`config.mk`:
```
export PLATFORM = sky130hd
export DESIGN_NAME = matrix_arithmetic_unit_flat
export DESIGN_NICKNAME = d
export VERILOG_FILES = /design/src/rtl/core/mau_pkg.sv /design/src/rtl/core/mau_if.sv /design/src/rtl/core/mau_divider.sv /design/src/rtl/core/mau_datapath.sv /design/src/rtl/core/mau_ctrl.sv /design/src/rtl/core/matrix_arithmetic_unit.sv /design/src/flat_wrapper.sv
export SDC_FILE = /design/constraint.sdc
export NUM_CORES = 2
export LEC_CHECK = 0
export BUFFER_PORTS_ARGS = -buffer_cell sky130_fd_sc_hd__buf_2
export CORE_AREA = 2 2 254 445
export CTS_BUF_LIST = sky130_fd_sc_hd__clkbuf_8
export CTS_CLUSTER_SIZE = 24
export DETAILED_ROUTE_END_ITERATION = 10
export DIE_AREA = 0 0 256 447
export GPL_TIMING_DRIVEN = 1
export PLACE_DENSITY = 0.81
export SYNTH_ARGS = -nofsm -noshare
export SYNTH_HDL_FRONTEND = slang
export SYNTH_SLANG_ARGS = --single-unit
export TNS_END_PERCENT = 20
```
`constraint.sdc`:
```
create_clock -name clock -period 10.4 [get_ports clock]
set_clock_uncertainty 0.1 [all_clocks]
set_input_delay 2.6 -clock clock [delete_from_list [all_inputs] [get_ports clock]]
set_output_delay 2.6 -clock clock [all_outputs]
set_load 0.02 [all_outputs]
```
`src/rtl/core/mau_pkg.sv`:
```
// ============================================================================
// Matrix arithmetic unit package
// Sizes, operation codes and the command and status types that pass between
// the controller and the datapath.
// ============================================================================
`default_nettype none

package mau_pkg;

   // Matrix size and derived widths.
   localparam int DIM    = 4;
   localparam int CELLS  = DIM * DIM;
   localparam int DATA_W = 32;
   localparam int IDX_W  = (CELLS > 1) ? $clog2(CELLS) : 1;
   localparam int RC_W   = (DIM > 1) ? $clog2(DIM) : 1;

   // Operation register codes.
   typedef enum logic [1:0] {
      OP_ADD = 2'd0,
      OP_SUB = 2'd1,
      OP_MUL = 2'd2,
      OP_DIV = 2'd3
   } op_type;

   // Source that loads the result register.
   typedef enum logic [1:0] {
      OUT_HOLD   = 2'd0,
      OUT_ADDSUB = 2'd1,
      OUT_ACC    = 2'd2,
      OUT_DIV    = 2'd3
   } out_sel_type;

   // Commands from the controller to the datapath.
   typedef struct packed {
      logic              mem_wr;
      logic [IDX_W-1:0]  wr_addr;
      logic [IDX_W-1:0]  rd_a_addr;
      logic [IDX_W-1:0]  rd_b_addr;
      logic              sub;
      logic              mul_en;
      logic              acc_en;
      logic              acc_first;
      logic              div_start;
      out_sel_type       out_sel;
      logic              out_last;
   } cmd_type;

   // Status from the datapath to the controller.
   typedef struct packed {
      logic div_done;
   } status_type;

endpackage

`default_nettype wire

```
`src/rtl/core/mau_if.sv`:
```
// ============================================================================
// Matrix arithmetic unit channels
// Valid/ready channels for element pairs in and result elements out.
// ============================================================================
`default_nettype none

// Element pair channel: one beat carries one element of A and one of B.
interface mau_req_if;
   logic                                 valid;
   logic                                 ready;
   logic signed [mau_pkg::DATA_W-1:0]    a_value;
   logic signed [mau_pkg::DATA_W-1:0]    b_value;

   modport source (output valid, output a_value, output b_value, input ready);
   modport sink   (input valid, input a_value, input b_value, output ready);
endinterface

// Result channel: one beat carries one element of the result matrix.
interface mau_rsp_if;
   logic                                 valid;
   logic                                 ready;
   logic signed [mau_pkg::DATA_W-1:0]    value;
   logic                                 last;

   modport source (output valid, output value, output last, input ready);
   modport sink   (input valid, input value, input last, output ready);
endinterface

`default_nettype wire

```
`src/rtl/core/mau_divider.sv`:
```
// ============================================================================
// Matrix arithmetic unit divider
// Signed 32-bit restoring divider, one quotient bit per cycle, truncating
// toward zero. A zero divisor and the single overflow case finish at once.
// ============================================================================
`default_nettype none

module mau_divider (
   input  wire logic                          clock,
   input  wire logic                          reset,
   input  wire logic                          start,
   input  wire logic [mau_pkg::DATA_W-1:0]    dividend,
   input  wire logic [mau_pkg::DATA_W-1:0]    divisor,
   output logic                               done,
   output logic [mau_pkg::DATA_W-1:0]         quotient
);

   localparam int W     = mau_pkg::DATA_W;
   localparam int CNT_W = $clog2(W);

   typedef enum logic [1:0] {
      S_IDLE,
      S_BUSY,
      S_DONE
   } state_type;

   state_type        state_ff, state_in;
   logic [CNT_W-1:0] cnt_ff, cnt_in;
   logic [W-1:0]     rem_ff, rem_in;
   logic [W-1:0]     quo_ff, quo_in;
   logic [W-1:0]     den_ff, den_in;
   logic             neg_ff, neg_in;

   logic [W-1:0]     mag_a;
   logic [W-1:0]     mag_b;
   logic [W:0]       shifted;
   logic [W:0]       trial;

   // Operand magnitudes; the most negative value maps to itself unsigned.
   assign mag_a = dividend[W-1] ? (~dividend + W'(1)) : dividend;
   assign mag_b = divisor[W-1]  ? (~divisor + W'(1))  : divisor;

   // One restoring step: shift in the next dividend bit and try to subtract.
   assign shifted = {rem_ff, quo_ff[W-1]};
   assign trial   = shifted - {1'b0, den_ff};

   // Next-state logic.
   always_comb begin
      state_in = state_ff;
      cnt_in   = cnt_ff;
      rem_in   = rem_ff;
      quo_in   = quo_ff;
      den_in   = den_ff;
      neg_in   = neg_ff;
      unique case (state_ff)
         S_IDLE: begin
            if (start) begin
               den_in = mag_b;
               rem_in = '0;
               cnt_in = '0;
               if (divisor == '0) begin
                  quo_in   = '0;
                  neg_in   = 1'b0;
                  state_in = S_DONE;
               end else if (dividend == {1'b1, {(W-1){1'b0}}} && divisor == '1) begin
                  quo_in   = {1'b1, {(W-1){1'b0}}};
                  neg_in   = 1'b0;
                  state_in = S_DONE;
               end else begin
                  quo_in   = mag_a;
                  neg_in   = dividend[W-1] ^ divisor[W-1];
                  state_in = S_BUSY;
               end
            end
         end
         S_BUSY: begin
            if (!trial[W]) begin
               rem_in = trial[W-1:0];
               quo_in = {quo_ff[W-2:0], 1'b1};
            end else begin
               rem_in = shifted[W-1:0];
               quo_in = {quo_ff[W-2:0], 1'b0};
            end
            cnt_in = cnt_ff + CNT_W'(1);
            if (cnt_ff == CNT_W'(W-1)) begin
               state_in = S_DONE;
            end
         end
         S_DONE: begin
            state_in = S_IDLE;
         end
         default: begin
            state_in = S_IDLE;
         end
      endcase
   end

   // State and working registers.
   always_ff @(posedge clock) begin
      if (reset) begin
         state_ff <= S_IDLE;
      end else begin
         state_ff <= state_in;
      end
      cnt_ff <= cnt_in;
      rem_ff <= rem_in;
      quo_ff <= quo_in;
      den_ff <= den_in;
      neg_ff <= neg_in;
   end

   // Result with the sign applied, valid while done is high.
   assign done     = (state_ff == S_DONE);
   assign quotient = neg_ff ? (~quo_ff + W'(1)) : quo_ff;

endmodule

`default_nettype wire

```
`src/rtl/core/mau_datapath.sv`:
```
// ============================================================================
// Matrix arithmetic unit datapath
// Operand memories, adder, multiply-accumulate, divider and result register.
// ============================================================================
`default_nettype none

module mau_datapath (
   input  wire logic                                 clock,
   input  wire logic                                 reset,
   input  wire mau_pkg::cmd_type                     cmd,
   input  wire logic signed [mau_pkg::DATA_W-1:0]    wr_a,
   input  wire logic signed [mau_pkg::DATA_W-1:0]    wr_b,
   output mau_pkg::status_type                       status,
   output logic signed [mau_pkg::DATA_W-1:0]         out_value,
   output logic                                      out_last
);

   localparam int W = mau_pkg::DATA_W;

   logic [W-1:0] mem_a_ff [mau_pkg::CELLS];
   logic [W-1:0] mem_b_ff [mau_pkg::CELLS];
   logic [W-1:0] rd_a_ff;
   logic [W-1:0] rd_b_ff;
   logic [W-1:0] prod_ff;
   logic [W-1:0] prod_in;
   logic [W-1:0] acc_ff;
   logic [W-1:0] acc_in;
   logic [W-1:0] addsub;
   logic [W-1:0] out_value_ff;
   logic         out_last_ff;
   logic         div_done;
   logic [W-1:0] div_quotient;

   // Operand memories: written during load, read with registered data.
   always_ff @(posedge clock) begin
      if (cmd.mem_wr) begin
         mem_a_ff[cmd.wr_addr] <= wr_a;
         mem_b_ff[cmd.wr_addr] <= wr_b;
      end
      rd_a_ff <= mem_a_ff[cmd.rd_a_addr];
      rd_b_ff <= mem_b_ff[cmd.rd_b_addr];
   end

   // Elementwise sum or difference, wrapping modulo 2^32.
   assign addsub = cmd.sub ? (rd_a_ff - rd_b_ff) : (rd_a_ff + rd_b_ff);

   // Low word of the product; the low bits are the same signed or unsigned.
   assign prod_in = rd_a_ff * rd_b_ff;

   // The first term of a dot product starts the sum afresh.
   assign acc_in = (cmd.acc_first ? '0 : acc_ff) + prod_ff;

   // Product and accumulator registers.
   always_ff @(posedge clock) begin
      if (cmd.mul_en) begin
         prod_ff <= prod_in;
      end
      if (cmd.acc_en) begin
         acc_ff <= acc_in;
      end
   end

   // Shared divider for the elementwise quotient.
   mau_divider u_divider (
      .clock    (clock),
      .reset    (reset),
      .start    (cmd.div_start),
      .dividend (rd_a_ff),
      .divisor  (rd_b_ff),
      .done     (div_done),
      .quotient (div_quotient)
   );

   // Result register, loaded from the unit that finished.
   always_ff @(posedge clock) begin
      case (cmd.out_sel)
         mau_pkg::OUT_ADDSUB: out_value_ff <= addsub;
         mau_pkg::OUT_ACC:    out_value_ff <= acc_in;
         mau_pkg::OUT_DIV:    out_value_ff <= div_quotient;
         default:             out_value_ff <= out_value_ff;
      endcase
      if (cmd.out_sel != mau_pkg::OUT_HOLD) begin
         out_last_ff <= cmd.out_last;
      end
   end

   assign status.div_done = div_done;
   assign out_value       = out_value_ff;
   assign out_last        = out_last_ff;

endmodule

`default_nettype wire

```
`src/rtl/core/mau_ctrl.sv`:
```
// ============================================================================
// Matrix arithmetic unit controller
// Counts loaded pairs, walks the result matrix and sequences the datapath.
// ============================================================================
`default_nettype none

module mau_ctrl (
   input  wire logic                  clock,
   input  wire logic                  reset,
   input  wire logic                  req_valid,
   output logic                       req_ready,
   output logic                       rsp_valid,
   input  wire logic                  rsp_ready,
   input  wire logic                  csr_we,
   input  wire logic [1:0]            csr_wdata,
   input  wire mau_pkg::status_type   status,
   output mau_pkg::cmd_type           cmd
);

   localparam int IDX_W = mau_pkg::IDX_W;
   localparam int RC_W  = mau_pkg::RC_W;

   typedef enum logic [2:0] {
      ST_LOAD,
      ST_READ,
      ST_EXEC,
      ST_MACC,
      ST_DIVW,
      ST_EMIT
   } state_type;

   state_type        state_ff, state_in;
   logic [IDX_W-1:0] load_cnt_ff, load_cnt_in;
   logic [RC_W-1:0]  row_ff, row_in;
   logic [RC_W-1:0]  col_ff, col_in;
   logic [RC_W-1:0]  k_ff, k_in;
   mau_pkg::op_type  op_ff, op_in;
   mau_pkg::op_type  op_run_ff, op_run_in;

   logic             in_fire;
   logic             out_fire;
   logic             load_done;
   logic             k_last;
   logic             elem_last;
   logic [RC_W-1:0]  a_col;
   logic [RC_W-1:0]  b_row;

   assign req_ready = (state_ff == ST_LOAD);
   assign rsp_valid = (state_ff == ST_EMIT);
   assign in_fire   = req_ready && req_valid;
   assign out_fire  = rsp_valid && rsp_ready;
   assign load_done = (load_cnt_ff == IDX_W'(mau_pkg::CELLS - 1));
   assign k_last    = (k_ff == RC_W'(mau_pkg::DIM - 1));
   assign elem_last = (row_ff == RC_W'(mau_pkg::DIM - 1)) &&
                      (col_ff == RC_W'(mau_pkg::DIM - 1));

   // Read addresses: a matrix product walks row r of A and column c of B.
   assign a_col = (op_run_ff == mau_pkg::OP_MUL) ? k_ff : col_ff;
   assign b_row = (op_run_ff == mau_pkg::OP_MUL) ? k_ff : row_ff;

   // Datapath commands decoded from the state.
   always_comb begin
      cmd.mem_wr    = in_fire;
      cmd.wr_addr   = load_cnt_ff;
      cmd.rd_a_addr = IDX_W'(row_ff) * IDX_W'(mau_pkg::DIM) + IDX_W'(a_col);
      cmd.rd_b_addr = IDX_W'(b_row) * IDX_W'(mau_pkg::DIM) + IDX_W'(col_ff);
      cmd.sub       = (op_run_ff == mau_pkg::OP_SUB);
      cmd.mul_en    = (state_ff == ST_EXEC) && (op_run_ff == mau_pkg::OP_MUL);
      cmd.acc_en    = (state_ff == ST_MACC);
      cmd.acc_first = (k_ff == '0);
      cmd.div_start = (state_ff == ST_EXEC) && (op_run_ff == mau_pkg::OP_DIV);
      cmd.out_last  = elem_last;
      cmd.out_sel   = mau_pkg::OUT_HOLD;
      if ((state_ff == ST_EXEC) &&
          (op_run_ff == mau_pkg::OP_ADD || op_run_ff == mau_pkg::OP_SUB)) begin
         cmd.out_sel = mau_pkg::OUT_ADDSUB;
      end else if ((state_ff == ST_MACC) && k_last) begin
         cmd.out_sel = mau_pkg::OUT_ACC;
      end else if ((state_ff == ST_DIVW) && status.div_done) begin
         cmd.out_sel = mau_pkg::OUT_DIV;
      end
   end

   // Next-state logic.
   always_comb begin
      state_in    = state_ff;
      load_cnt_in = load_cnt_ff;
      row_in      = row_ff;
      col_in      = col_ff;
      k_in        = k_ff;
      op_in       = op_ff;
      op_run_in   = op_run_ff;
      if (csr_we) begin
         op_in = mau_pkg::op_type'(csr_wdata);
      end
      unique case (state_ff)
         ST_LOAD: begin
            if (in_fire) begin
               if (load_done) begin
                  load_cnt_in = '0;
                  op_run_in   = op_ff;
                  row_in      = '0;
                  col_in      = '0;
                  k_in        = '0;
                  state_in    = ST_READ;
               end else begin
                  load_cnt_in = load_cnt_ff + IDX_W'(1);
               end
            end
         end
         ST_READ: begin
            state_in = ST_EXEC;
         end
         ST_EXEC: begin
            unique case (op_run_ff)
               mau_pkg::OP_MUL: state_in = ST_MACC;
               mau_pkg::OP_DIV: state_in = ST_DIVW;
               default:         state_in = ST_EMIT;
            endcase
         end
         ST_MACC: begin
            if (k_last) begin
               k_in     = '0;
               state_in = ST_EMIT;
            end else begin
               k_in     = k_ff + RC_W'(1);
               state_in = ST_READ;
            end
         end
         ST_DIVW: begin
            if (status.div_done) begin
               state_in = ST_EMIT;
            end
         end
         ST_EMIT: begin
            if (out_fire) begin
               if (elem_last) begin
                  state_in = ST_LOAD;
               end else begin
                  state_in = ST_READ;
                  if (col_ff == RC_W'(mau_pkg::DIM - 1)) begin
                     col_in = '0;
                     row_in = row_ff + RC_W'(1);
                  end else begin
                     col_in = col_ff + RC_W'(1);
                  end
               end
            end
         end
         default: begin
            state_in = ST_LOAD;
         end
      endcase
   end

   // State, counters and the operation register.
   always_ff @(posedge clock) begin
      if (reset) begin
         state_ff    <= ST_LOAD;
         load_cnt_ff <= '0;
         row_ff      <= '0;
         col_ff      <= '0;
         k_ff        <= '0;
         op_ff       <= mau_pkg::OP_ADD;
         op_run_ff   <= mau_pkg::OP_ADD;
      end else begin
         state_ff    <= state_in;
         load_cnt_ff <= load_cnt_in;
         row_ff      <= row_in;
         col_ff      <= col_in;
         k_ff        <= k_in;
         op_ff       <= op_in;
         op_run_ff   <= op_run_in;
      end
   end

   // The beat that completes the matrices closes the input channel.
   a_load_closes: assert property (@(posedge clock) disable iff (reset)
      (in_fire && load_done) |=> !req_ready)
      else $error("input still open after the final load beat");

   // Delivering the last result reopens the input channel.
   a_last_reopens: assert property (@(posedge clock) disable iff (reset)
      (out_fire && elem_last) |=> (req_ready && load_cnt_ff == '0))
      else $error("input not reopened after the last result beat");

   // The divider is only started for an elementwise quotient.
   a_div_op: assert property (@(posedge clock) disable iff (reset)
      cmd.div_start |-> (op_run_ff == mau_pkg::OP_DIV))
      else $error("divider started for another operation");

   // A dot product is handed to the result register only after its last term.
   a_acc_last: assert property (@(posedge clock) disable iff (reset)
      (cmd.out_sel == mau_pkg::OUT_ACC) |-> (k_last && op_run_ff == mau_pkg::OP_MUL))
      else $error("accumulator taken before the last term");

endmodule

`default_nettype wire

```
`src/rtl/core/matrix_arithmetic_unit.sv`:
```
// ============================================================================
// Matrix arithmetic unit
// Loads DIM*DIM element pairs of A and B, then returns A+B, A-B, A*B or the
// elementwise quotient A/B, row-major, with the last element marked.
// ============================================================================
//
//   Channel   Direction   Payload                  Handshake
//   req_ch    in          a_value, b_value         valid / ready
//   rsp_ch    out         value, last              valid / ready
//   csr       in          csr_wdata (operation)    csr_we
//
// Loading writes each accepted element pair through the single memory write port.
// Each result element is then read, executed and emitted; the matrix product
// repeats read, execute and one multiply-accumulate per term, and the quotient
// waits on the divider (one bit per cycle; zero divisor or overflow skip the loop).
// Input is held off from the final load beat until the last result is taken;
// a stalled result simply waits in the output register.
// Reset is synchronous and clears the controller and the operation register.
`default_nettype none

module matrix_arithmetic_unit (
   input  wire logic    clock,
   input  wire logic    reset,
   mau_req_if.sink      req_ch,
   mau_rsp_if.source    rsp_ch,
   input  wire logic    csr_we,
   input  wire logic [1:0] csr_wdata
);

   mau_pkg::cmd_type    cmd;
   mau_pkg::status_type status;

   // Sequencer.
   mau_ctrl u_ctrl (
      .clock     (clock),
      .reset     (reset),
      .req_valid (req_ch.valid),
      .req_ready (req_ch.ready),
      .rsp_valid (rsp_ch.valid),
      .rsp_ready (rsp_ch.ready),
      .csr_we    (csr_we),
      .csr_wdata (csr_wdata),
      .status    (status),
      .cmd       (cmd)
   );

   // Storage and arithmetic.
   mau_datapath u_datapath (
      .clock     (clock),
      .reset     (reset),
      .cmd       (cmd),
      .wr_a      (req_ch.a_value),
      .wr_b      (req_ch.b_value),
      .status    (status),
      .out_value (rsp_ch.value),
      .out_last  (rsp_ch.last)
   );

endmodule

`default_nettype wire
```
`src/flat_wrapper.sv`:
```
// flat-port wrapper written by rule: the top's interface ports become plain ports
module matrix_arithmetic_unit_flat 
  (clock, reset, csr_we, csr_wdata, req_ch_valid, req_ch_a_value, req_ch_b_value, req_ch_ready, rsp_ch_valid, rsp_ch_value, rsp_ch_last, rsp_ch_ready);
  mau_req_if req_ch_i ();
  mau_rsp_if rsp_ch_i ();
  input  wire logic clock;
  input  wire logic reset;
  input  wire logic csr_we;
  input  wire logic [1:0] csr_wdata;
  input wire logic [$bits(req_ch_i.valid)-1:0] req_ch_valid;
  input wire logic [$bits(req_ch_i.a_value)-1:0] req_ch_a_value;
  input wire logic [$bits(req_ch_i.b_value)-1:0] req_ch_b_value;
  output wire logic [$bits(req_ch_i.ready)-1:0] req_ch_ready;
  output wire logic [$bits(rsp_ch_i.valid)-1:0] rsp_ch_valid;
  output wire logic [$bits(rsp_ch_i.value)-1:0] rsp_ch_value;
  output wire logic [$bits(rsp_ch_i.last)-1:0] rsp_ch_last;
  input wire logic [$bits(rsp_ch_i.ready)-1:0] rsp_ch_ready;
  assign req_ch_i.valid = req_ch_valid;
  assign req_ch_i.a_value = req_ch_a_value;
  assign req_ch_i.b_value = req_ch_b_value;
  assign req_ch_ready = req_ch_i.ready;
  assign rsp_ch_valid = rsp_ch_i.valid;
  assign rsp_ch_value = rsp_ch_i.value;
  assign rsp_ch_last = rsp_ch_i.last;
  assign rsp_ch_i.ready = rsp_ch_ready;
  matrix_arithmetic_unit u_core (.clock(clock), .reset(reset), .req_ch(req_ch_i), .rsp_ch(rsp_ch_i), .csr_we(csr_we), .csr_wdata(csr_wdata));
endmodule
```
==> reports/results.txt <==
Mean Syn Cell Area -> 14.0 um^2
ys async rst share -> 0
count of flip-flops with a built-in enable after synthesis -> 1223
H-tree levels -> 4
final std cell area, no fill -> 0.0774 mm^2
Die ar. -> 0.114 mm^2
Starting DRT DRC Count -> 4066
clk slew on worst S/H paths -> 70 ps
post-synthesis sequential area ratio -> 0.536
Worst slew margin -> 0.0140
Yosys warnings -> 0
initial core utilization -> 0.646
clk sink count -> 1306
PortBufs -> 105
critical path's most frequent cell -> fa_1
final setup fails -> 0
Setup WS post-layout -> 2610 ps
CTS hold repair buffers -> 0
Die Y -> 447 um
Crit path largest cell delay -> 970 ps
CTS tree -> built
Yosys cell types -> 69
average wire per standard cell -> 28.1 um
placed wire-length estimate -> 123000 um
Final min period -> 7790 ps
Synth area leaders -> edfxtp_1 51%, fa_1 11%, mux4_2 9.1%
run status -> completed
GRT Residual Overflow -> 0
TritonCTS buffer count -> 176
number of global-route vias before repair -> 46000
Critical Path AT -> 8340 ps
dominant cell type by area after synthesis -> edfxtp_1
HP Class -> reg2reg
Clock Tree Buf Depth -> 3
worst-path cell chain -> buf_4 > nand2_1 > fa_1 > inv_1 > fa_1 > fa_1 > inv_1 > fa_1 > inv_1 > ha_1 > ha_1 > fa_1 > fa_1 > ha_1 > a21o_1 > or3_1 > a31oi_1 > o31ai_1 > a21oi_1 > nand2b_1 > o21ai_0 > a31oi_1 > xnor2_1
Worst Path Required -> 10950 ps
Slew Viols, Final -> 0
share of layout cells above drive strength 1 -> 0.144
largest net degree at the start of global routing -> 99
mapped cell area -> 0.0716 mm^2
RSZ-0062 raised after global routing -> false
maxcap violations -> 0
measured slew at the worst slew-check pin -> 1470 ps
setup bufs post-CTS -> 0
crit end category -> register
final worst path period share -> 0.749
Area after DPL -> 0.0738 mm^2
setup TNS -> 0 ps
Via-to-Cell Ratio -> 6.43
Post-Route WL -> 192000 um
RD Place Congestion -> 0.978
Hold Fails Final Rpt -> 0
fin nets -> 5934
top-level port count -> 106
maximum fanout along the worst path -> 24
first-pass GRT wire length -> 285000 um
CP max stage cell -> dfxtp_1
Clk Latency, worst-skew pair -> 980 ps
core area -> 0.111 mm^2
most frequent cells in the layout -> 1223 x edfxtp_1, 524 x inv_1, 476 x nand2_1
PostCTS Resize Cnt -> 0
area delta synth->final -> 8.15%
Post-Syn Instances -> 5125
Max Fclk -> 0.128 GHz
Hold WS -> 404 ps
# rows -> 162
Mapped Nets -> 5839
root buffer cell -> clkbuf_8
number of synthesized register bits -> 1306
1st-pass router iterations -> 6
# DRC -> 0
startpoint types -> register
overall routing resource usage -> 0.346
commonest non-fill, non-tap cell in the layout -> edfxtp_1
initial antenna violation count -> 28
ANT nets after route -> 0
Yosys top cell area share -> 0.513
type of the worst setup path -> reg2reg
Fill cells -> 7254
top_reg_cell synth -> edfxtp_1
pre-CTS setup slack -> 2810 ps
Die W -> 256 um
total number of vias -> 44100
synth_stat cells (7+ instances only):
cell / n
edfxtp_1: 1223
nand2_1: 476
inv_1: 469
fa_1: 411
and2_1: 325
mux4_2: 288
clkbuf_1: 243
ha_1: 232
xnor2_1: 169
nor2_1: 162
a21oi_1: 121
o21ai_0: 117
xor2_1: 113
dfxtp_1: 83
o31ai_1: 62
nor2b_1: 59
a21o_1: 58
a31oi_1: 51
nand2b_1: 43
a211oi_1: 41
nor3_1: 40
nand3_1: 31
mux2i_1: 30
buf_1: 28
nand4_1: 21
o21a_1: 20
or3_1: 18
a22oi_1: 16
and3_1: 16
o21bai_1: 13
o211ai_1: 12
o41ai_1: 12
nor4_1: 11
or2_2: 9
a21boi_0: 7
a221o_1: 7
buf_2: 7
worst max-delay path: cells and delay by family (launching register included):
family | cells | cell delay (ps)
AND/OR/NAND/NOR | 3 | 640
XOR/XNOR | 1 | 80
adder cells (fa/ha/maj) | 9 | 3790
buffers and inverters | 4 | 570
AO/OA/AOI/OAI | 6 | 1340
flip-flops | 1 | 970
sequential cells by signal, indices dropped and copies added, names as in the netlist, 2 cells and up:
signal and count:
u_core.u_datapath.mem_a_ff 512, u_core.u_datapath.mem_b_ff 512, u_core.u_datapath.acc_ff 32, u_core.u_datapath.out_value 32, u_core.u_datapath.prod_ff 32, u_core.u_datapath.rd_a_ff 32
u_core.u_datapath.rd_b_ff 32, u_core.u_datapath.u_divider.den_ff 32, u_core.u_datapath.u_divider.quo_ff 32, u_core.u_datapath.u_divider.rem_ff 32, u_core.u_datapath.u_divider.cnt_ff 5, u_core.u_ctrl.load_cnt_ff 4
u_core.u_ctrl.state_ff 3, u_core.u_ctrl.col_ff 2, u_core.u_ctrl.k_ff 2, u_core.u_ctrl.op_ff 2, u_core.u_ctrl.op_run_ff 2, u_core.u_ctrl.row_ff 2
u_core.u_datapath.u_divider.state_ff 2
area by class of cell:
class                           count  area (um^2)  area share
Sequential cell                  1306        38400       0.496
Multi-Input combinational cell   3072        30600       0.395
Clock buffer                      187         2570      0.0332
Tap cell                         1476         1850      0.0239
Inverter                          469         1760      0.0228
Timing Repair Buffer              195         1230      0.0159
Clock inverter                    140          986      0.0127
Antenna cell                       12         30.0    0.000388
worst paths after layout:
kind,end,depth (start not counted),slack (ps),startpoint
setup / recovery,u_core.u_datapath.prod_ff[29],23,2610,u_core.u_datapath.rd_a_ff[2]
hold / removal,u_core.u_ctrl.k_ff[1],2,400,u_core.u_ctrl.k_ff[1]
setup reg to reg,u_core.u_datapath.prod_ff[29],23,2610,u_core.u_datapath.rd_a_ff[2]
hold reg to reg,u_core.u_ctrl.k_ff[1],2,400,u_core.u_ctrl.k_ff[1]
cells by family (layout without fill, tap and decap cells):
logic type,after synthesis,count (layout),share of synthesized area
xor gates and xnor gates,282,282,0.0345
adders and majority gates,643,643,0.155
muxes,319,319,0.0950
DFF,1306,1306,0.536
buffers and inverters,747,991,0.0393
AOI/OAI and AO/OA,588,588,0.0538
other,0,12,0
and+or+nand+nor,1240,1240,0.0857
through the flow:
step / instances / utilization
after floorplan: 5125 / -
after global placement: 6515 / 0.666
after detailed placement: 6515 / 0.666
after CTS: 6842 / 0.698
after global routing: 6849 / 0.698
final: 6857 / 0.698
metal layers:
layer	share of wire	track usage	wire length, um
met1	0.32	0.378	61300
met4	0.090	0.280	17300
met3	0.088	0.0886	16900
met5	0.00095	0	182
met2	0.50	0.573	96800
Power is not shown: default switching activity piles up to over one toggle a cycle in this logic, so the estimate is an artifact.
